**config.mk**
```make
export PLATFORM = sky130hd
export DESIGN_NAME = qrs_sqrt_cell
export DESIGN_NICKNAME = d
export VERILOG_FILES = /design/src/rtl/qrs_pkg.sv /design/src/rtl/qrs_sqrt_cell.sv
export SDC_FILE = /design/constraint.sdc
export NUM_CORES = 1
export LEC_CHECK = 0
export BUFFER_PORTS_ARGS = -buffer_cell sky130_fd_sc_hd__buf_2
export CORE_AREA = 2 2 183 185
export DETAILED_ROUTE_END_ITERATION = 8
export DIE_AREA = 0 0 185 187
export GPL_ROUTABILITY_DRIVEN = 0
export MAX_ROUTING_LAYER = met4
export SETUP_SLACK_MARGIN = 0.15
export SLEW_MARGIN = 0
export SYNTH_ARGS = -nofsm -noshare
export SYNTH_HDL_FRONTEND = slang
export SYNTH_SLANG_ARGS = --single-unit
```
**constraint.sdc**
```tcl
create_clock -name clk -period 7.23 [get_ports clk]
set_clock_uncertainty 0.2 [all_clocks]
set_input_delay 1.446 -clock clk [delete_from_list [all_inputs] [get_ports clk]]
set_output_delay 1.446 -clock clk [all_outputs]
set_load 0.01 [all_outputs]
```
**src/rtl/qrs_pkg.sv**
```systemverilog
`timescale 1ns / 1ps

package qrs_pkg;

  // number format
  localparam int WORD_BITS = 32;
  localparam int FRAC_BITS = 16;
  localparam int TOL_BITS  = 16;

  // square root: root width and even radicand width
  localparam int SQ_BITS   = WORD_BITS + 1;
  localparam int RAD_BITS  = 2 * SQ_BITS;
  localparam int REM_BITS  = SQ_BITS + 2;

  // division: numerator magnitude, denominator magnitude, divisor, dividend
  localparam int NMAG_BITS = WORD_BITS + 2;
  localparam int DMAG_BITS = WORD_BITS + 1;
  localparam int DVS_BITS  = DMAG_BITS + 1;
  localparam int NUM_BITS  = NMAG_BITS + FRAC_BITS + 2;

  // signed widths of numerator and denominator before magnitude
  localparam int NS_BITS   = NMAG_BITS + 1;
  localparam int DS_BITS   = DMAG_BITS + 1;

  // root count codes
  localparam logic [1:0] CNT_NONE = 2'd0;
  localparam logic [1:0] CNT_ONE  = 2'd1;
  localparam logic [1:0] CNT_TWO  = 2'd2;
  localparam logic [1:0] CNT_ALL  = 2'd3;

  // sideband that rides along the square root cells
  typedef struct packed {
    logic                        valid;
    logic                        a_zero;
    logic                        b_zero;
    logic                        c_zero;
    logic                        d_zero;
    logic                        d_neg;
    logic signed [WORD_BITS-1:0] a;
    logic signed [WORD_BITS-1:0] b;
    logic signed [WORD_BITS-1:0] c;
  } qrs_side_t;

  // one square root cell's state
  typedef struct packed {
    qrs_side_t           side;
    logic [RAD_BITS-1:0] rad;
    logic [REM_BITS-1:0] rem;
    logic [SQ_BITS-1:0]  root;
  } qrs_sq_t;

  // one division lane
  typedef struct packed {
    logic                 act;
    logic                 neg;
    logic [NUM_BITS-1:0]  num;
    logic [DVS_BITS-1:0]  dvs;
    logic [DVS_BITS-1:0]  rem;
    logic [WORD_BITS-1:0] quo;
    logic                 ovf;
  } qrs_lane_t;

  // one division cell's state, both roots side by side
  typedef struct packed {
    logic       valid;
    logic [1:0] count;
    qrs_lane_t  first;
    qrs_lane_t  second;
  } qrs_div_t;

endpackage

```
**src/rtl/qrs_sqrt_cell.sv**
```systemverilog
`timescale 1ns / 1ps

module qrs_sqrt_cell (
  input  logic            clk,
  input  logic            rst_n,
  input  qrs_pkg::qrs_sq_t d_in,
  output qrs_pkg::qrs_sq_t d_out
);

  qrs_pkg::qrs_sq_t cell_r;
  qrs_pkg::qrs_sq_t cell_nxt;

  // one root bit: bring down two radicand bits, try root*4+1
  always_comb begin
    logic [qrs_pkg::REM_BITS:0] r_sh;
    logic [qrs_pkg::REM_BITS:0] trial;
    r_sh  = {d_in.rem[qrs_pkg::REM_BITS-2:0], d_in.rad[qrs_pkg::RAD_BITS-1 -: 2]};
    trial = {1'b0, d_in.root, 2'b01};
    cell_nxt      = d_in;
    cell_nxt.rad  = {d_in.rad[qrs_pkg::RAD_BITS-3:0], 2'b00};
    if (r_sh >= trial) begin
      cell_nxt.rem  = qrs_pkg::REM_BITS'(r_sh - trial);
      cell_nxt.root = {d_in.root[qrs_pkg::SQ_BITS-2:0], 1'b1};
    end else begin
      cell_nxt.rem  = r_sh[qrs_pkg::REM_BITS-1:0];
      cell_nxt.root = {d_in.root[qrs_pkg::SQ_BITS-2:0], 1'b0};
    end
  end

  always_ff @(posedge clk) begin
    if (!rst_n) begin
      cell_r.side.valid <= 1'b0;
    end else begin
      cell_r <= cell_nxt;
    end
  end

  assign d_out = cell_r;

endmodule

```
# [Word level (Yosys, flattened, before mapping)]
# Cells that the tools add are included.
[classes] add_sub_neg=1 mul=0 n_div=0 n_lt_le_gt_ge=1 n_eq_ne=0 shifts=0 mux=1 bitwise_logic=0 n_reduce_logical=0
[op_table] operator="2-to-1 mux 68 bit" n=1
[op_table] operator="greater-or-equal comparator 36 x 35 -> 1 bit" n=1
[op_table] operator="subtractor 35 bit" n=1
[totals] regBits=234 latchBits=0 mem_bits_rw=0 romBits=0 in_bits=238 word_cells=15 memories=0

# [Longest topological paths before layout]
[depth] depth_word=2 ltp_mapped=14 mapped_depth_nobuf=11

# [Worst setup path after synthesis]
# Ideal clock, no wire load.
[synth_path] path_type="input to register" start="in d_in[5] (netlist bit)" end="reg cell_r (netlist bit d_out[40]), data pin" arrival_ns=3.598 setup_slack_ns=3.171 path_stages=11 cell_sequence="inv_1 ha_1 a21o_1 or4_4 nand2_1 o21ai_2 a21o_1 nand2b_1 buf_2 buf_6 mux2_4"
[synth_lines] element="start: declaration" line="qrs_sqrt_cell.sv:6" source="input qrs_pkg::qrs_sq_t d_in,"
[synth_lines] element="end signal: assignment" line="qrs_sqrt_cell.sv:34" source="cell_r <= cell_nxt;"
[synth_lines] element="end: declaration" line="qrs_sqrt_cell.sv:10" source="qrs_pkg::qrs_sq_t cell_r;"

==> summary.md <==
| Metric | Value |
|---|---|
| Synthesized area per cell | 15.44 um^2 |
| Clock sinks | 234 |
| Setup TNS | 0 ns |
| Worst-path clk slew | 0.06 ns |
| Nets | 1,379 |
| Io pins | 474 |
| Commonest cells after routing, fill and taps aside | buf_2 (469), edfxtp_1 (233), a21oi_1 (52) |
| # fillers | 3,154 |
| Register area share after synthesis | 73.20% |
| Post-CTS sizing | 0 |
| Die X | 185 um |
| Hold crit path type | input pin to flop |
| Mux cell area share after synthesis | 1.423% |
| Outcome | complete, no violations |
| FF+latch count, synth | 234 |
| Critical Path AT | 5.07 ns |
| Largest family of logic cells by synthesized area | compound AO/OA/AOI/OAI gates |
| RSZ-0062 raised after global routing | no |
| Post-Synth Simple-Gate Area | 5.965% |
| Drt total wl | 31,600 um |
| Area grow syn2layout | 39.96% |
| Maximum VDD drop | 0.1695 mV |
| CP Class | input pin to flop |
| Synth Warn # | 0 |
| Leak pwr | 5.826 nW |
| Multi-input gate area | 2282 um^2 |
| WP data required | 7.32 ns |
| Max Cap Viol | 0 |
| Clock buffer count from CTS | 28 |
| CORE AREA | 32,860 um^2 |
| Initial antenna violation count | 21 |
| Critical Path Source Type | input pin |
| Clk root buf | clkbuf_16 |
| DR top layer | met4 |
| Syn Inst Count | 621 |
| Ys async rst share | 0% |
| Die Height | 187 um |
| Routed WL per cell | 19.87 um |
| M1 WL | 11,840 um |
| Met2 WL | 15,360 um |
| Global-route wire length before repair | 43,730 um |
| Top FF cell, synth | edfxtp_1 |
| PD cells | 272.9 nW/um^2 |
| Via density | 4.469 |
| Cell count after placement | 1,524 |
| Synth Area in Compound Gates | 8.915% |
| I/O Buffers | 470 |
| Distinct cells, synth | 62 |
| Vias | 7,106 |
| Clock period minus worst slack | 4.988 ns |
| Post-Synth XOR/XNOR Area | 2.833% |
| Largest register FFs | 234 |
| Setup Viol. Count Final | 0 |
| Final Hold Fails | 0 |
| Initial core utilization | 29.17% |
| Fin. max-slew vios | 0 |
| Most common cell after layout, fill and taps aside | buf_2 |
| Row cnt | 67 |
| Worst slew pin tran | 1.048 ns |
| Vias in the first global route | 7,002 |
| Hold_sp | d_in[191] |
| CTS max path bufs | 3 |
| CTS tree | yes |
| Mapped Area | 9585 um^2 |
| CTS Hold Bufs | 0 |
| Final ANT Viol Nets | 0 |
| Met3 WL | 3446 um |
| CP startpoint | d_in[16] |
| Post-synth EDFFs | 233 |
| Total Routing Usage GR | 17.69% |
| Worst setup EP type | flop |
| Setup Fix Bufs, Post-CTS | 0 |
| Synthesized-area fraction occupied by adder cells | 4.569% |
| Rel. slew slack | 30.12% |
| FMAX | 0.2005 GHz |
| First-pass DRT Iterations | 5 |
| Full die area | 34,600 um^2 |
| Layout cells sized above 1 | 48.40% |
| Tcrit/Tclk final | 68.99% |
| Worst-path fanout max | 44 |
| Pin count of the biggest net entering global routing | 134 |
| Storage cell area | 7017 um^2 |
| Total number of H-tree levels | 1 |
| DRC | 0 |
| Min-Delay Path Depth | 1 |
| Final Non-Filler Cells | 1,590 |
| Starting DRT DRC Count | 451 |
| Hpwl dp | 24,680 um |
| Gr ovfl total | 0 |
-- metal layers --
| layer | vias to the layer above | GRT usage [%] |
|---|---|---|
| li1 | 3334 | - |
| met2 | 319 | 29.24 |
| met3 | 54 | 6.990 |
| met5 | - | - |
| met4 | 0 | 6.349 |
| met1 | 3399 | 19.18 |
-- cell families (layout without fill, tap and decap cells) --
group	after synthesis	in the layout
buffers and inverters	67	571
AND/OR/NAND/NOR	117	117
flip-flops	234	234
adder cells (fa/ha/maj)	35	35
XOR/XNOR	31	31
multiplexers	10	10
AO/OA/AOI/OAI	126	126
other	1	18
-- worst paths after layout --
| kind | endpoint | slack [ns] |
|---|---|---|
| worst max-delay path | d_out[55] | 2.24 |
| worst min-delay path | d_out[191] | 0.88 |
-- cells in the mapped netlist (3+ instances only) --
master | number | area [um^2]
or3_1 | 4 | 25.02
nand4_1 | 10 | 62.56
nor4_1 | 3 | 18.77
mux2_4 | 7 | 105.1
xor2_1 | 6 | 52.55
a21o_1 | 10 | 75.07
buf_6 | 3 | 33.78
a31oi_1 | 3 | 18.77
clkbuf_1 | 4 | 15.01
nor3_1 | 7 | 35.03
a21oi_2 | 8 | 70.07
o21ai_0 | 15 | 75.07
and4_1 | 3 | 26.28
a21oi_1 | 52 | 260.3
ha_1 | 35 | 437.9
nor2_1 | 40 | 150.1
nand3_1 | 7 | 35.03
inv_1 | 49 | 183.9
edfxtp_1 | 233 | 6997
nand2b_1 | 6 | 37.54
buf_2 | 9 | 45.04
o21bai_1 | 8 | 60.06
a211oi_1 | 4 | 30.03
nand2_1 | 27 | 101.4
xnor2_1 | 25 | 219.0
-- where the power goes --
| part | switching (mW) | leakage, nW | total [mW] | internal (mW) |
|---|---|---|---|---|
| Clock | 0.568 | 0.458 | 1.44 | 0.869 |
| Combinational | 0.326 | 3.08 | 0.557 | 0.231 |
| Sequential | 0.0288 | 2.29 | 1.67 | 1.64 |
| Total | 0.923 | 5.83 | 3.66 | 2.74 |
-- layout make-up --
| cell class | instances | share of cell area, % |
|---|---|---|
| Antenna cell | 16 | 0.2985 |
| Tap cell | 448 | 4.178 |
| Sequential cell | 234 | 52.30 |
| Timing Repair Buffer | 472 | 17.81 |
| Inverter | 49 | 1.371 |
| Multi-Input combinational cell | 321 | 17.01 |
| Clock buffer | 29 | 5.409 |
| Clock inverter | 21 | 1.614 |
-- critical path, stage by stage --
cell and delay [ns]:
buf_2 0.10, inv_1 0.04, ha_1 0.37, and4_1 0.33, nand3_1 0.16, nor3_1 0.09
a31oi_1 0.13, a21oi_1 0.08, a2111oi_0 0.73, nand2b_2 0.79, buf_4 0.47, mux2_4 0.31
-- stage by stage --
step	setup slack, ns	hold WS, ns	power (mW)	area, um^2	utilization [%]
2_1_floorplan	3.171	1.345	1.974	9589	-
3_3_place_gp	1.779	1.423	2.252	12430	37.84
3_5_place_dp	1.727	1.424	2.257	12430	37.84
4_1_cts	2.268	0.8446	3.705	13380	40.70
5_1_grt	1.871	0.8527	3.801	13420	40.82
6_report	2.242	0.8764	3.661	13420	40.82
(Power assumes the default switching activity.)
