===== src/rtl/qrs_pkg.sv =====
`timescale 1ns / 1ps

package qrs_pkg;

  // number format
  localparam int WORD_BITS = 32;
  localparam int FRAC_BITS = 16;
  localparam int TOL_BITS  = 16;

  // square root: root width and even radicand width
  localparam int SQ_BITS   = WORD_BITS + 1;
  localparam int RAD_BITS  = 2 * SQ_BITS;
  localparam int REM_BITS  = SQ_BITS + 2;

  // division: numerator magnitude, denominator magnitude, divisor, dividend
  localparam int NMAG_BITS = WORD_BITS + 2;
  localparam int DMAG_BITS = WORD_BITS + 1;
  localparam int DVS_BITS  = DMAG_BITS + 1;
  localparam int NUM_BITS  = NMAG_BITS + FRAC_BITS + 2;

  // signed widths of numerator and denominator before magnitude
  localparam int NS_BITS   = NMAG_BITS + 1;
  localparam int DS_BITS   = DMAG_BITS + 1;

  // root count codes
  localparam logic [1:0] CNT_NONE = 2'd0;
  localparam logic [1:0] CNT_ONE  = 2'd1;
  localparam logic [1:0] CNT_TWO  = 2'd2;
  localparam logic [1:0] CNT_ALL  = 2'd3;

  // sideband that rides along the square root cells
  typedef struct packed {
    logic                        valid;
    logic                        a_zero;
    logic                        b_zero;
    logic                        c_zero;
    logic                        d_zero;
    logic                        d_neg;
    logic signed [WORD_BITS-1:0] a;
    logic signed [WORD_BITS-1:0] b;
    logic signed [WORD_BITS-1:0] c;
  } qrs_side_t;

  // one square root cell's state
  typedef struct packed {
    qrs_side_t           side;
    logic [RAD_BITS-1:0] rad;
    logic [REM_BITS-1:0] rem;
    logic [SQ_BITS-1:0]  root;
  } qrs_sq_t;

  // one division lane
  typedef struct packed {
    logic                 act;
    logic                 neg;
    logic [NUM_BITS-1:0]  num;
    logic [DVS_BITS-1:0]  dvs;
    logic [DVS_BITS-1:0]  rem;
    logic [WORD_BITS-1:0] quo;
    logic                 ovf;
  } qrs_lane_t;

  // one division cell's state, both roots side by side
  typedef struct packed {
    logic       valid;
    logic [1:0] count;
    qrs_lane_t  first;
    qrs_lane_t  second;
  } qrs_div_t;

endpackage


===== src/rtl/qrs_div_cell.sv =====
`timescale 1ns / 1ps

module qrs_div_cell (
  input  logic             clk,
  input  logic             rst_n,
  input  qrs_pkg::qrs_div_t d_in,
  output qrs_pkg::qrs_div_t d_out
);

  qrs_pkg::qrs_div_t cell_r;
  qrs_pkg::qrs_div_t cell_nxt;

  // one restoring quotient bit; bits leaving the top mark overflow
  function automatic qrs_pkg::qrs_lane_t lane_step(qrs_pkg::qrs_lane_t ln);
    logic [qrs_pkg::DVS_BITS:0] r_sh;
    logic                       qb;
    qrs_pkg::qrs_lane_t         res;
    r_sh = {ln.rem, ln.num[qrs_pkg::NUM_BITS-1]};
    qb   = (r_sh >= {1'b0, ln.dvs});
    res      = ln;
    res.num  = {ln.num[qrs_pkg::NUM_BITS-2:0], 1'b0};
    res.rem  = qb ? qrs_pkg::DVS_BITS'(r_sh - {1'b0, ln.dvs})
                  : r_sh[qrs_pkg::DVS_BITS-1:0];
    res.quo  = {ln.quo[qrs_pkg::WORD_BITS-2:0], qb};
    res.ovf  = ln.ovf | ln.quo[qrs_pkg::WORD_BITS-1];
    return res;
  endfunction

  always_comb begin
    cell_nxt        = d_in;
    cell_nxt.first  = lane_step(d_in.first);
    cell_nxt.second = lane_step(d_in.second);
  end

  always_ff @(posedge clk) begin
    if (!rst_n) begin
      cell_r.valid <= 1'b0;
    end else begin
      cell_r <= cell_nxt;
    end
  end

  assign d_out = cell_r;

endmodule


===== config.mk =====
export PLATFORM = sky130hd
export DESIGN_NAME = qrs_div_cell
export DESIGN_NICKNAME = d
export VERILOG_FILES = /design/src/rtl/qrs_pkg.sv /design/src/rtl/qrs_div_cell.sv
export SDC_FILE = /design/constraint.sdc
export NUM_CORES = 1
export LEC_CHECK = 0
export BUFFER_PORTS_ARGS = -buffer_cell sky130_fd_sc_hd__clkbuf_2
export CORE_AREA = 5 5 242 244
export DETAILED_ROUTE_END_ITERATION = 12
export DIE_AREA = 0 0 247 249
export GPL_TIMING_DRIVEN = 0
export PLACE_DENSITY_LB_ADDON = 0.15
export SYNTH_ARGS = -nofsm -noshare
export SYNTH_HDL_FRONTEND = slang
export SYNTH_SLANG_ARGS = --single-unit

===== constraint.sdc =====
create_clock -name clk -period 2.7 [get_ports clk]
set_input_delay 0 -clock clk [delete_from_list [all_inputs] [get_ports clk]]
set_output_delay 0 -clock clk [all_outputs]
set_load 0.01 [all_outputs]

### After elaboration in Yosys (flattened, before gate mapping)

Cells that the tools add are included.

* flip-flop bits (word level): 311
* bits of input ports: 315
* output and inout bits: 313
* word-level logic and storage cells: 24

* $add $sub $neg: 2
* magnitude comparators: 2
* multiplexer cells: 2
* bitwise gates (word level): 2

Operators by type and width (count)
* 35-bit by 34-bit >= comparator with 1-bit output: 2
* 34-bit two-way mux: 2
* 34-bit subtractor: 2
* 1-bit bitwise OR: 2

### Depth between registers and ports, before layout

Gate-level depths: netlist of run 1.

* word-level depth: 2
* gate-level depth with buffers: 14
* mapped depth without buffers: 13

### Least setup slack after synthesis of run 1

Ideal clock, no wire load.

* kind: input to register
* start: input d_in[152] (netlist name)
* end: register cell_r, in the netlist d_out[63] (data pin)
* setup time: 0.162 ns
* arrival time: 2.458 ns
* required time: 2.538 ns
* slack: 0.080 ns
* stages on the path: 13
* path buffers: 0
* path through: inv_1 -> ha_1 -> inv_1 -> fa_1 -> a211oi_1 -> o21ai_0 -> a21oi_1 -> o22ai_1 -> o31ai_1 -> a21oi_1 -> a41oi_1 -> mux2_2 -> o2111ai_1

RTL lines
* from (decl): RTL line qrs_div_cell.sv:6 `input qrs_pkg::qrs_div_t d_in,`
* to (signal assigned): RTL line qrs_div_cell.sv:39 `cell_r <= cell_nxt;`
* to (decl): RTL line qrs_div_cell.sv:10 `qrs_pkg::qrs_div_t cell_r;`

==> PnR_summary.wiki, run 1 <==
{| class="wikitable"
! Metric !! Value
|-
| Crit share post-route || a little over nine tenths
|-
| Number of synthesized flops with an enable pin || 310
|-
| Type of origin of the critical path || input pin
|-
| Die X-Extent || between 200 and 250 um
|-
| Pre-CTS setup slack || -0.8554 ns
|-
| Count of yosys warnings during synthesis || 0
|-
| GRT Overall Usage || 16.05%
|-
| Type of the setup path with the least slack || in2reg
|-
| TritonCTS clock tree || built
|-
| Share of layout cells above drive strength 1 || between 30% and 40%
|-
| Final hold slack || -0.3317 ns
|-
| Count of unique library cells instantiated by Yosys || 66
|-
| Maximum achievable frequency || a little under 400 MHz
|-
| Launch point of the worst path || d_in[152]
|-
| Clock edge transition at the registers on the reported setup and hold paths || about 0.06 ns
|-
| Violations in the final reports || hold timing
|-
| Worst hold path stage count || 1
|-
| Status || finished with violations
|-
| Drc violations || 0
|-
| Number of nets with antenna violations after detailed routing || 0
|-
| Fraction of met3 tracks used by global routing || 5.515%
|-
| 1st-pass router iterations || 5
|-
| Initial Util || 24.89%
|-
| Placement row count || slightly below 90
|-
| Final max-slew violation count || 0
|-
| Commonest non-fill, non-tap cell in the layout || sky130_fd_sc_hd__clkbuf_2
|-
| Fin nets || approximately 2,400
|-
| Top fanout value on the critical path || 4
|-
| Core ar. || between 50,000 and 60,000 um2
|-
| Longest Clk Path Bufs || 3
|-
| Time the final worst path needs with I/O delays and setup || about 2.6 ns
|-
| Hold path start || d_in[67]
|-
| Hold Fails Final Rpt || 5
|-
| Post-synthesis average cell area || between 10 and 15 um2
|-
| Vias in the first global route || 12,990
|-
| Final setup violation count || 0
|-
| Crit path arrival time || about 3.0 ns
|-
| Worst slew margin relative to its limit || between 60 and 70%
|-
| Synth Instances || roughly 1,000
|-
| Power per Cell Area || 613.9 nW/um2
|-
| RSZ-0062 raised after global routing || false
|-
| Post-CTS Setup Repair Bufs || 0
|-
| Maximum number of pins on one net before global-route repair || 98
|-
| Most congested layer reported by global routing || met2
|-
| Endpoint required time on the critical path || around 3.1 ns
|-
| Met1 demand-to-capacity share in global routing || between 10% and 20%
|-
| Global placer's final weighted congestion || around 0.81
|-
| Netlist area before placement || approximately 14,000 um2
|-
| Die Ht || about 250 um
|-
| Number of antenna violations at the first check in global routing || 9
|-
| Max reg flops || roughly 310
|-
| IO buf count || between 600 and 700
|-
| Total I/O pin count || 628
|-
| Total global routing overflow || 0
|-
| Total routed wirelength || roughly 52,000 um
|-
| Half-perimeter wire length after detailed placement || approximately 40,000 um
|-
| Root Buffer Master || sky130_fd_sc_hd__clkbuf_16
|-
| Maximum resistive drop on vdd || around 0.00055 V
|-
| Number of flip-flops and latches in the synthesized netlist || ~310
|-
| # clock sinks || slightly above 300
|-
| Average vias per placed instance || between 4 and 5
|-
| Iteration-0 DRC count of the detailed router || roughly 470
|-
| Leakage power total || between 9 and 10 nW
|-
| Via count || between 10,000 and 15,000
|-
| Worst Tran Pin Value || roughly 0.59 ns
|-
| Commonest register cell after synthesis || sky130_fd_sc_hd__edfxtp_1
|-
| Hold Crit Class || in2reg
|-
| Most used cells in the layout excluding fill and tap cells || sky130_fd_sc_hd__clkbuf_2, sky130_fd_sc_hd__edfxtp_1, sky130_fd_sc_hd__dlygate4sd3_1, sky130_fd_sc_hd__inv_1, sky130_fd_sc_hd__a21oi_1
|-
| Floorplan die area || 61,500 um2
|-
| Met2 Track Usage GR || 29.58%
|-
| Layout-stage area growth over the synthesis result || 61.49%
|-
| Global-route wire length before repair || about 76,000 um
|-
| Average routed wire per standard cell || ~18 um
|-
| Sequential fraction of the synthesis area || about two thirds
|-
| Clock buffer count from CTS || 38
|-
| Synth async-reset ratio || 0%
|-
| Number of violations of the max-capacitance limit || 0
|-
| Htree depth || 2
|-
| Worst Setup End Kind || register
|-
| Final setup slack of the worst path || approximately 0.13 ns
|}
-- final timing paths --
check | end | slack [ns]
max | d_out[63]$_DFFE_PP_ | 0.13
min | d_out[67]$_DFFE_PP_ | -0.33
-- layer usage --
metal  share of wire, %  wire length [um]  vias to the layer above
li1                   -                 -                     5853
met1                 37             19010                     5648
met2                 51             26520                      404
met3                8.9              4577                       82
met4                2.9              1501                        6
met5              0.066                34                        -
-- logic make-up after synthesis --
kind of cell,count (synthesis),synth area share [%]
xor gates and xnor gates,54,3.390
other,1,0.02688
AOI/OAI and AO/OA,252,11.22
buffers and inverters,121,3.569
DFF,311,66.86
and+or+nand+nor,216,7.398
muxes,14,1.148
adders and majority gates,70,6.385
-- cell type report --
type	instances	area (um2)
multi-input cells	608	4183
clock buffers	41	962.2
diodes	6	15.01
repair buffers	937	6312
plain buffers	30	166.4
inverters	91	341.6
well taps	756	945.9
fillers	5480	33530
clock inverters	29	276.5
flip-flops and latches	311	9329
-- where the power goes --
group | switching (W) | internal [W]
sequential | 0.000135 | 0.00588
combinational | 0.00149 | 0.00126
clock | 0.00216 | 0.00292
-- critical path: stages --
cell                        delay (ns)
sky130_fd_sc_hd__clkbuf_2         0.09
sky130_fd_sc_hd__inv_1            0.05
sky130_fd_sc_hd__ha_1             0.15
sky130_fd_sc_hd__inv_1            0.05
sky130_fd_sc_hd__fa_1             0.42
sky130_fd_sc_hd__a211oi_2         0.28
sky130_fd_sc_hd__o21ai_0          0.16
sky130_fd_sc_hd__a21oi_2          0.25
sky130_fd_sc_hd__o22ai_1          0.20
sky130_fd_sc_hd__o31ai_2          0.31
sky130_fd_sc_hd__a21oi_1          0.21
sky130_fd_sc_hd__a41oi_1          0.29
sky130_fd_sc_hd__mux2_2           0.36
sky130_fd_sc_hd__o2111ai_1        0.12
-- synth_stat cells, drive strengths merged (8+ instances only) --
master  number  area share (%)
a211oi      10            0.57
a21o        31             1.7
a21oi       88             3.2
a31oi        8            0.36
and3        14            0.63
buf         16            0.74
clkbuf      14            0.38
edfxtp     310              67
ha          68             6.1
inv         91             2.4
mux2        13             1.1
nand2       67             1.8
nand3       25            0.90
nand4       10            0.45
nor2        52             1.4
o21ai       61             2.2
o21bai      14            0.75
xnor2       31             1.9
xor2        23             1.4
-- metrics by stage --
stage / std cells / util, % / total power (W) / instance area (um2) / TNS, ns
floorplan: 1040 / - / 0.007287 / 13960 / 0
global placement: 2421 / 32.16 / 0.008531 / 18030 / -1194.27
detailed placement: 2424 / 32.32 / 0.008492 / 18120 / -35.76
CTS: 2800 / 40.04 / 0.01409 / 22450 / 0
global route: 2806 / 40.18 / 0.01454 / 22520 / 0
finish: 2809 / 40.19 / 0.01383 / 22530 / 0
-- what timing repair did --
action                                  4_1_cts  5_1_grt
endpoints found under the setup margin       17       60
endpoints found under the hold margin       360        7
pin swaps                                     0        1
hold buffers                                306        3
resized for setup                             5       13
No activity file was read; power rests on OpenSTA's default activity.
==> inputs of run 2 (changes only) <==
- ABC_AREA: unset -> 1
- CELL_PAD_IN_SITES_DETAIL_PLACEMENT: unset -> 1
- CELL_PAD_IN_SITES_GLOBAL_PLACEMENT: unset -> 1
- CORE_AREA: 5 5 242 244 -> 5 5 240 242
- DIE_AREA: 0 0 247 249 -> 0 0 245 247
==> PnR_summary.wiki, run 2 <==
{| class="wikitable"
! Metric !! Value
|-
| Clock buffer count from CTS || 38
|-
| Hold Fails Final Rpt || 0
|-
| Hold path start || rst_n
|-
| Clock edge transition at the registers on the reported setup and hold paths || ~0.050 ns
|-
| # clock sinks || just over 300
|-
| Die X-Extent || roughly 250 um
|-
| Commonest register cell after synthesis || sky130_fd_sc_hd__edfxtp_1
|-
| RSZ-0062 raised after global routing || false
|-
| Most used cells in the layout excluding fill and tap cells || sky130_fd_sc_hd__clkbuf_2, sky130_fd_sc_hd__nand2_1, sky130_fd_sc_hd__dlygate4sd3_1, sky130_fd_sc_hd__edfxtp_1, sky130_fd_sc_hd__inv_1
|-
| Synth area leader || sky130_fd_sc_hd__edfxtp_1
|-
| Crit share post-route || 91.03%
|-
| Worst hold path stage count || 1
|-
| Drc violations || 0
|-
| Maximum achievable frequency || just over 400 MHz
|-
| Share of power burned in the clock network || between 30% and 40%
|-
| Synth Instances || between 1,500 and 2,000
|-
| Top fanout value on the critical path || 3
|-
| Worst slew margin relative to its limit || 44.13%
|-
| Via count || around 15,000
|-
| Time the final worst path needs with I/O delays and setup || approximately 2.5 ns
|-
| Buf/Inv on CP || 4
|-
| Netlist area before placement || 15,480 um2
|-
| Status || complete, no violations
|-
| Crit path arrival time || ~2.8 ns
|-
| Critical path's largest stage delay || around 0.53 ns
|-
| Endpoint required time on the critical path || ~3.0 ns
|-
| Number of antenna violations at the first check in global routing || 12
|-
| Power share of the combinational group || 21.8%
|-
| Average vias per placed instance || 4.430
|-
| Cell-internal power || a little over 0.01 W
|-
| Net switching share of the total power || 29.36%
|-
| Top cell by count, worst path || sky130_fd_sc_hd__nand2_1
|-
| Core ar. || 54,880 um2
|-
| 1st-pass router iterations || 5
|-
| TritonCTS clock tree || built
|-
| Die Ht || about 250 um
|-
| Commonest cells in the netlist || sky130_fd_sc_hd__nand2_1, sky130_fd_sc_hd__edfxtp_1, sky130_fd_sc_hd__inv_1
|-
| Share of layout cells above drive strength 1 || approximately 28%
|-
| Crit path max-delay family || simple AND/OR/NAND/NOR gates
|-
| Commonest non-fill, non-tap cell in the layout || sky130_fd_sc_hd__clkbuf_2
|-
| Global-route wire length before repair || around 100,000 um
|-
| Hold Crit Class || in2reg
|-
| Final setup violation count || 0
|-
| Dominant cell by count in the synthesized netlist || sky130_fd_sc_hd__nand2_1
|-
| Global placer's final weighted congestion || approximately 1
|-
| Max reg flops || between 300 and 400
|-
| Count of unique library cells instantiated by Yosys || 32
|-
| Sum of internal, switching and leakage power || ~0.014 W
|-
| Htree depth || 2
|-
| Number of violations of the max-capacitance limit || 0
|-
| Iteration-0 DRC count of the detailed router || about 600
|-
| Total placed instance area || 19,560 um2
|-
| Longest Clk Path Bufs || 3
|-
| Layout-stage area growth over the synthesis result || 54.63%
|-
| Count of yosys warnings during synthesis || 0
|-
| Average routed wire per standard cell || approximately 22 um
|-
| Finished Layout Cells || between 3,000 and 4,000
|-
| Power dissipated by switching net loads || between 0.004 and 0.005 W
|-
| Top area cells in the synthesized netlist || sky130_fd_sc_hd__edfxtp_1, sky130_fd_sc_hd__nand2_1, sky130_fd_sc_hd__inv_1, sky130_fd_sc_hd__ha_1, sky130_fd_sc_hd__nor2_1
|-
| Cell count after placement || a little under 3,000
|-
| Post-synthesis average cell area || ~9.7 um2
|-
| Worst Setup End Kind || register
|-
| IO buf count || approximately 630
|-
| Crit-path cells || dlygate4sd3_1 -> clkbuf_2 -> inv_1 -> ha_1 -> inv_1 -> fa_2 -> nand3_1 -> nand3_1 -> nand2_1 -> nand2_1 -> nand2_1 -> nand2_1 -> nand2_1 -> nand3_1 -> nand3_1 -> nand2_1
|-
| Synth async-reset ratio || 0%
|-
| Critical-path cell with the highest stage delay || sky130_fd_sc_hd__dlygate4sd3_1
|-
| Leakage power total || between 10 and 15 nW
|-
| Final design instance area without fill || 23,940 um2
|-
| Number of synthesized flops with an enable pin || 310
|-
| Total global routing overflow || 0
|-
| Type of the setup path with the least slack || in2reg
|-
| Total I/O pin count || approximately 630
|-
| Total routed wirelength || approximately 72,000 um
|-
| Endpoint, Worst Hold || d_out[70]$_DFFE_PP_
|-
| Area share of the leading cell type in the synthesized netlist || between 60% and 70%
|-
| GRT Overall Usage || a little under a quarter
|-
| Final max-slew violation count || 0
|-
| Root Buffer Master || sky130_fd_sc_hd__clkbuf_16
|-
| Maximum resistive drop on vdd || around 0.0004 V
|-
| Worst Tran Pin Value || 0.8380 ns
|-
| Half-perimeter wire length after detailed placement || 55,920 um
|-
| Type of origin of the critical path || input pin
|-
| Sequential fraction of the synthesis area || about three fifths
|-
| Share of total power in sequential cells || a little over two fifths
|-
| Floorplan die area || roughly 61,000 um2
|-
| Fin nets || slightly below 3,000
|-
| Vias in the first global route || ~16,000
|-
| Total negative setup slack || 0 ns
|-
| Number of nets with antenna violations after detailed routing || 0
|-
| Power per Cell Area || 600.8 nW/um2
|-
| Initial Util || between 20% and 30%
|-
| Number of flip-flops and latches in the synthesized netlist || slightly above 300
|-
| Final hold slack || 0.1130 ns
|-
| Placement row count || 86
|-
| Maximum number of pins on one net before global-route repair || roughly 110
|}
## run 2: cell type report
| cell class | instances | area (um2) |
|---|---|---|
| fill | 6462 | 30940 |
| sequential | 311 | 9329 |
| timing repair buffer | 938 | 6305 |
| multi-input combinational | 1008 | 5020 |
| inverter | 268 | 1011 |
| clock buffer | 47 | 1006 |
| tap | 704 | 880.8 |
| clock inverter | 21 | 236.5 |
| buffer | 14 | 127.6 |
| antenna | 9 | 22.52 |
## run 2: kinds of logic after synthesis
family	count (synthesis)	share of synthesized area (%)
xor+xnor	36	2.037
buf+inv	282	7.355
simple gates	816	21.69
flops	311	60.26
fa+ha+maj	70	5.755
compound gates	84	2.877
other cells	1	0.02422
## run 2: power groups by stage
stage | Combinational (W) | Clock, W | Sequential [W]
finish | 0.00314 | 0.00522 | 0.00602
global route | 0.00344 | 0.00557 | 0.00606
CTS | 0.00316 | 0.00537 | 0.00601
detailed placement | 0.00274 | 0 | 0.00610
global placement | 0.00270 | 0 | 0.00615
floorplan | 0.00109 | 0 | 0.00634
## run 2: per-stage QoR
step                util (%)  setup slack [ns]
floorplan                  -            0.9437
global placement       35.52            -3.657
detailed placement     35.64           0.07989
CTS                    43.58            0.1146
global route           43.61           0.07404
finish                 43.62            0.2422
## run 2: worst max-delay path by stage
stage,from,endpoint,slack [ns],cells after the start
after floorplan,d_in[152],d_out[53]$_DFFE_PP_,0.94,14
after global placement,rst_n,d_out[12]$_DFFE_PP_,-3.66,1
after detailed placement,d_in[152],d_out[57]$_DFFE_PP_,0.08,15
after CTS,d_in[152],d_out[57]$_DFFE_PP_,0.11,16
after global routing,d_in[152],d_out[57]$_DFFE_PP_,0.07,16
final,d_in[152],d_out[63]$_DFFE_PP_,0.24,16
## run 2: what timing repair did
item | CTS | global route
endpoints found under the hold margin | 309 | 0
hold buffers | 311 | 0
buffers inserted | 0 | 0
resized for setup | 0 | 2
endpoints found under the setup margin | 0 | 2
## run 2: per-layer routing
metal	vias to the layer above	track usage, %	routed length (um)	share of wire, %
met2	502	38.79	33940	47
met3	108	5.674	4782	6.7
met1	6955	28.20	30060	42
met4	8	8.053	2719	3.8
li1	7133	-	-	-
met5	-	0.9804	128	0.18
==> inputs of run 3 (changes only) <==
- CORE_AREA: 5 5 240 242 -> 5 5 244 246
- DIE_AREA: 0 0 245 247 -> 0 0 249 251
- clock period: 2.7 -> 3 ns (I/O delays scaled with it)
==> PnR_summary.wiki, run 3 (synthesis gave the netlist of run 2 again) <==
{| class="wikitable"
! Metric !! Value
|-
| Status || complete, no violations
|-
| Global placer's final weighted congestion || 0.9547
|-
| Power share of the combinational group || between 20% and 30%
|-
| Sum of internal, switching and leakage power || about 0.013 W
|-
| Cell-internal power || just under 0.009 W
|-
| Floorplan die area || about 62,000 um2
|-
| Maximum resistive drop on vdd || around 0.00035 V
|-
| Share of total power in sequential cells || 43.1%
|-
| Net switching share of the total power || between 20 and 30%
|-
| Met1 demand-to-capacity share in global routing || roughly 28%
|-
| Type of the setup path with the least slack || in2reg
|-
| Hold Crit Class || in2reg
|-
| RSZ-0062 raised after global routing || false
|-
| Worst hold path stage count || 2
|-
| Fin nets || just under 3,000
|-
| Number of antenna violations at the first check in global routing || 11
|-
| Total routed wirelength || about 72,000 um
|-
| Power dissipated by switching net loads || between 0.003 and 0.004 W
|-
| Placement row count || between 80 and 90
|-
| Endpoint, Worst Hold || d_out[290]$_DFFE_PP_
|-
| Worst Tran Pin Value || approximately 0.86 ns
|-
| Iteration-0 DRC count of the detailed router || 688
|-
| Number of violations of the max-capacitance limit || 0
|-
| Clock edge transition at the registers on the reported setup and hold paths || about 0.060 ns
|-
| Type of origin of the critical path || input pin
|-
| Vias in the first global route || 15,780
|-
| Average routed wire per standard cell || approximately 21 um
|-
| GRT Overall Usage || between 20% and 30%
|-
| Initial Util || between 20% and 30%
|-
| Commonest non-fill, non-tap cell in the layout || sky130_fd_sc_hd__clkbuf_2
|-
| Number of nets with antenna violations after detailed routing || 0
|-
| Total I/O pin count || 628
|-
| TritonCTS clock tree || built
|-
| IO buf count || about 630
|-
| # clock sinks || 311
|-
| Half-perimeter wire length after detailed placement || approximately 57,000 um
|-
| Average vias per placed instance || around 4.3
|-
| Hold path start || d_in[289]
|-
| Met2 Track Usage GR || 38.26%
|-
| Most used cells in the layout excluding fill and tap cells || sky130_fd_sc_hd__clkbuf_2, sky130_fd_sc_hd__nand2_1, sky130_fd_sc_hd__dlygate4sd3_1, sky130_fd_sc_hd__edfxtp_1, sky130_fd_sc_hd__inv_1
|-
| Maximum number of pins on one net before global-route repair || between 100 and 150
|-
| Leakage power total || around 12 nW
|-
| Core ar. || about 57,000 um2
|-
| Max reg flops || around 310
|-
| Longest Clk Path Bufs || 3
|-
| Final setup violation count || 0
|-
| Layout-stage area growth over the synthesis result || 54.54%
|-
| Root Buffer Master || sky130_fd_sc_hd__clkbuf_16
|-
| Share of layout cells above drive strength 1 || around 28%
|-
| Crit path arrival time || 2.98 ns
|-
| Crit share post-route || between 80% and 90%
|-
| Fraction of met3 tracks used by global routing || 5.421%
|-
| Die Ht || around 250 um
|-
| Most congested layer reported by global routing || met2
|-
| Share of power burned in the clock network || 34.3%
|-
| Post-CTS Setup Repair Bufs || 0
|-
| Total placed instance area || between 15,000 and 20,000 um2
|-
| Hold Fails Final Rpt || 0
|-
| Final design instance area without fill || 23,920 um2
|-
| Final max-slew violation count || 0
|-
| Worst Setup End Kind || register
|-
| Top fanout value on the critical path || 4
|-
| Power per Cell Area || around 520 nW/um2
|-
| Clock buffer count from CTS || 37
|-
| Worst slew margin relative to its limit || between 40% and 50%
|-
| Cell count after placement || approximately 3,000
|-
| Time the final worst path needs with I/O delays and setup || 2.693 ns
|-
| Via count || ~15,000
|-
| Maximum achievable frequency || between 300 and 400 MHz
|-
| Htree depth || 2
|-
| Endpoint required time on the critical path || around 3.3 ns
|-
| Global-route wire length before repair || approximately 110,000 um
|-
| Die X-Extent || between 200 and 250 um
|-
| Total global routing overflow || 0
|-
| 1st-pass router iterations || 5
|-
| Finished Layout Cells || ~3,400
|-
| Drc violations || 0
|}
==> run 3: cell types whose count changed in the layout (fill, tap and decap cells not counted), moves of 2 or more <==
cell	change
sky130_fd_sc_hd__clkinv_2	+6
sky130_fd_sc_hd__clkbuf_1	-3
sky130_fd_sc_hd__clkinv_4	-3
sky130_fd_sc_hd__bufinv_16	-2
==> run 3: metal layers <==
metal / vias to the layer above / wire [um]
li1: 7120 / -
met1: 7016 / 30550
met2: 439 / 34780
met3: 101 / 4220
met4: 4 / 2503
met5: - / 26
==> run 3: cell type report <==
class                      instances  area [um2]
sequential                       311        9329
multi-input combinational       1008        5017
antenna                            9       22.52
clock buffer                      43       969.7
inverter                         268        1011
fill                            6701       33220
tap                              765       957.2
clock inverter                    19       147.6
timing repair buffer             940        6342
buffer                            14       127.6
==> run 3: timing repair <==
| item | in CTS | in global routing |
|---|---|---|
| hold buffers | 312 | 0 |
| gates resized for setup | 0 | 0 |
| endpoints found under the hold margin | 359 | 0 |
==> run 3: worst max path at each step <==
stage	startpoint	endpoint	slack [ns]	cells after the start
global route	d_in[227]	d_out[217]$_DFFE_PP_	0.22	13
finish	d_in[227]	d_out[217]$_DFFE_PP_	0.31	13
CTS	d_in[227]	d_out[217]$_DFFE_PP_	0.44	13
detailed placement	d_in[227]	d_out[217]$_DFFE_PP_	0.49	12
global placement	rst_n	d_out[302]$_DFFE_PP_	-3.38	1
floorplan	d_in[152]	d_out[53]$_DFFE_PP_	1.24	14
==> run 3: power groups by stage <==
| stage | Sequential, W | Combinational (W) | Clock, W |
|---|---|---|---|
| after floorplan | 0.00571 | 0.000984 | 0 |
| after global placement | 0.00554 | 0.00245 | 0 |
| after detailed placement | 0.00549 | 0.00248 | 0 |
| after CTS | 0.00540 | 0.00286 | 0.00443 |
| after global routing | 0.00545 | 0.00310 | 0.00466 |
| final | 0.00541 | 0.00283 | 0.00431 |
==> run 3: stage by stage <==
| step | worst slack [ns] | TNS (ns) | util, % | hold WS [ns] |
|---|---|---|---|---|
| after floorplan | 1.244 | 0 | - | 0.09345 |
| after global placement | -3.383 | -1034.27 | 34.25 | 0.1768 |
| after detailed placement | 0.4863 | 0 | 34.41 | 0.1791 |
| after CTS | 0.4432 | 0 | 41.83 | 0.1267 |
| after global routing | 0.2181 | 0 | 41.86 | 0.1499 |
| final | 0.3073 | 0 | 41.87 | 0.1732 |
==> run 3: critical path: stages <==
cell and delay (ns):
sky130_fd_sc_hd__dlygate4sd3_1 0.58, sky130_fd_sc_hd__clkbuf_2 0.17, sky130_fd_sc_hd__inv_1 0.05, sky130_fd_sc_hd__ha_1 0.35, sky130_fd_sc_hd__nand2_1 0.11, sky130_fd_sc_hd__nor2_1 0.29
sky130_fd_sc_hd__nand2_1 0.08, sky130_fd_sc_hd__o21ai_0 0.70, sky130_fd_sc_hd__nand2_1 0.30, sky130_fd_sc_hd__nand2_1 0.13, sky130_fd_sc_hd__nand2_1 0.06, sky130_fd_sc_hd__nand3_1 0.09
sky130_fd_sc_hd__nand2_1 0.06
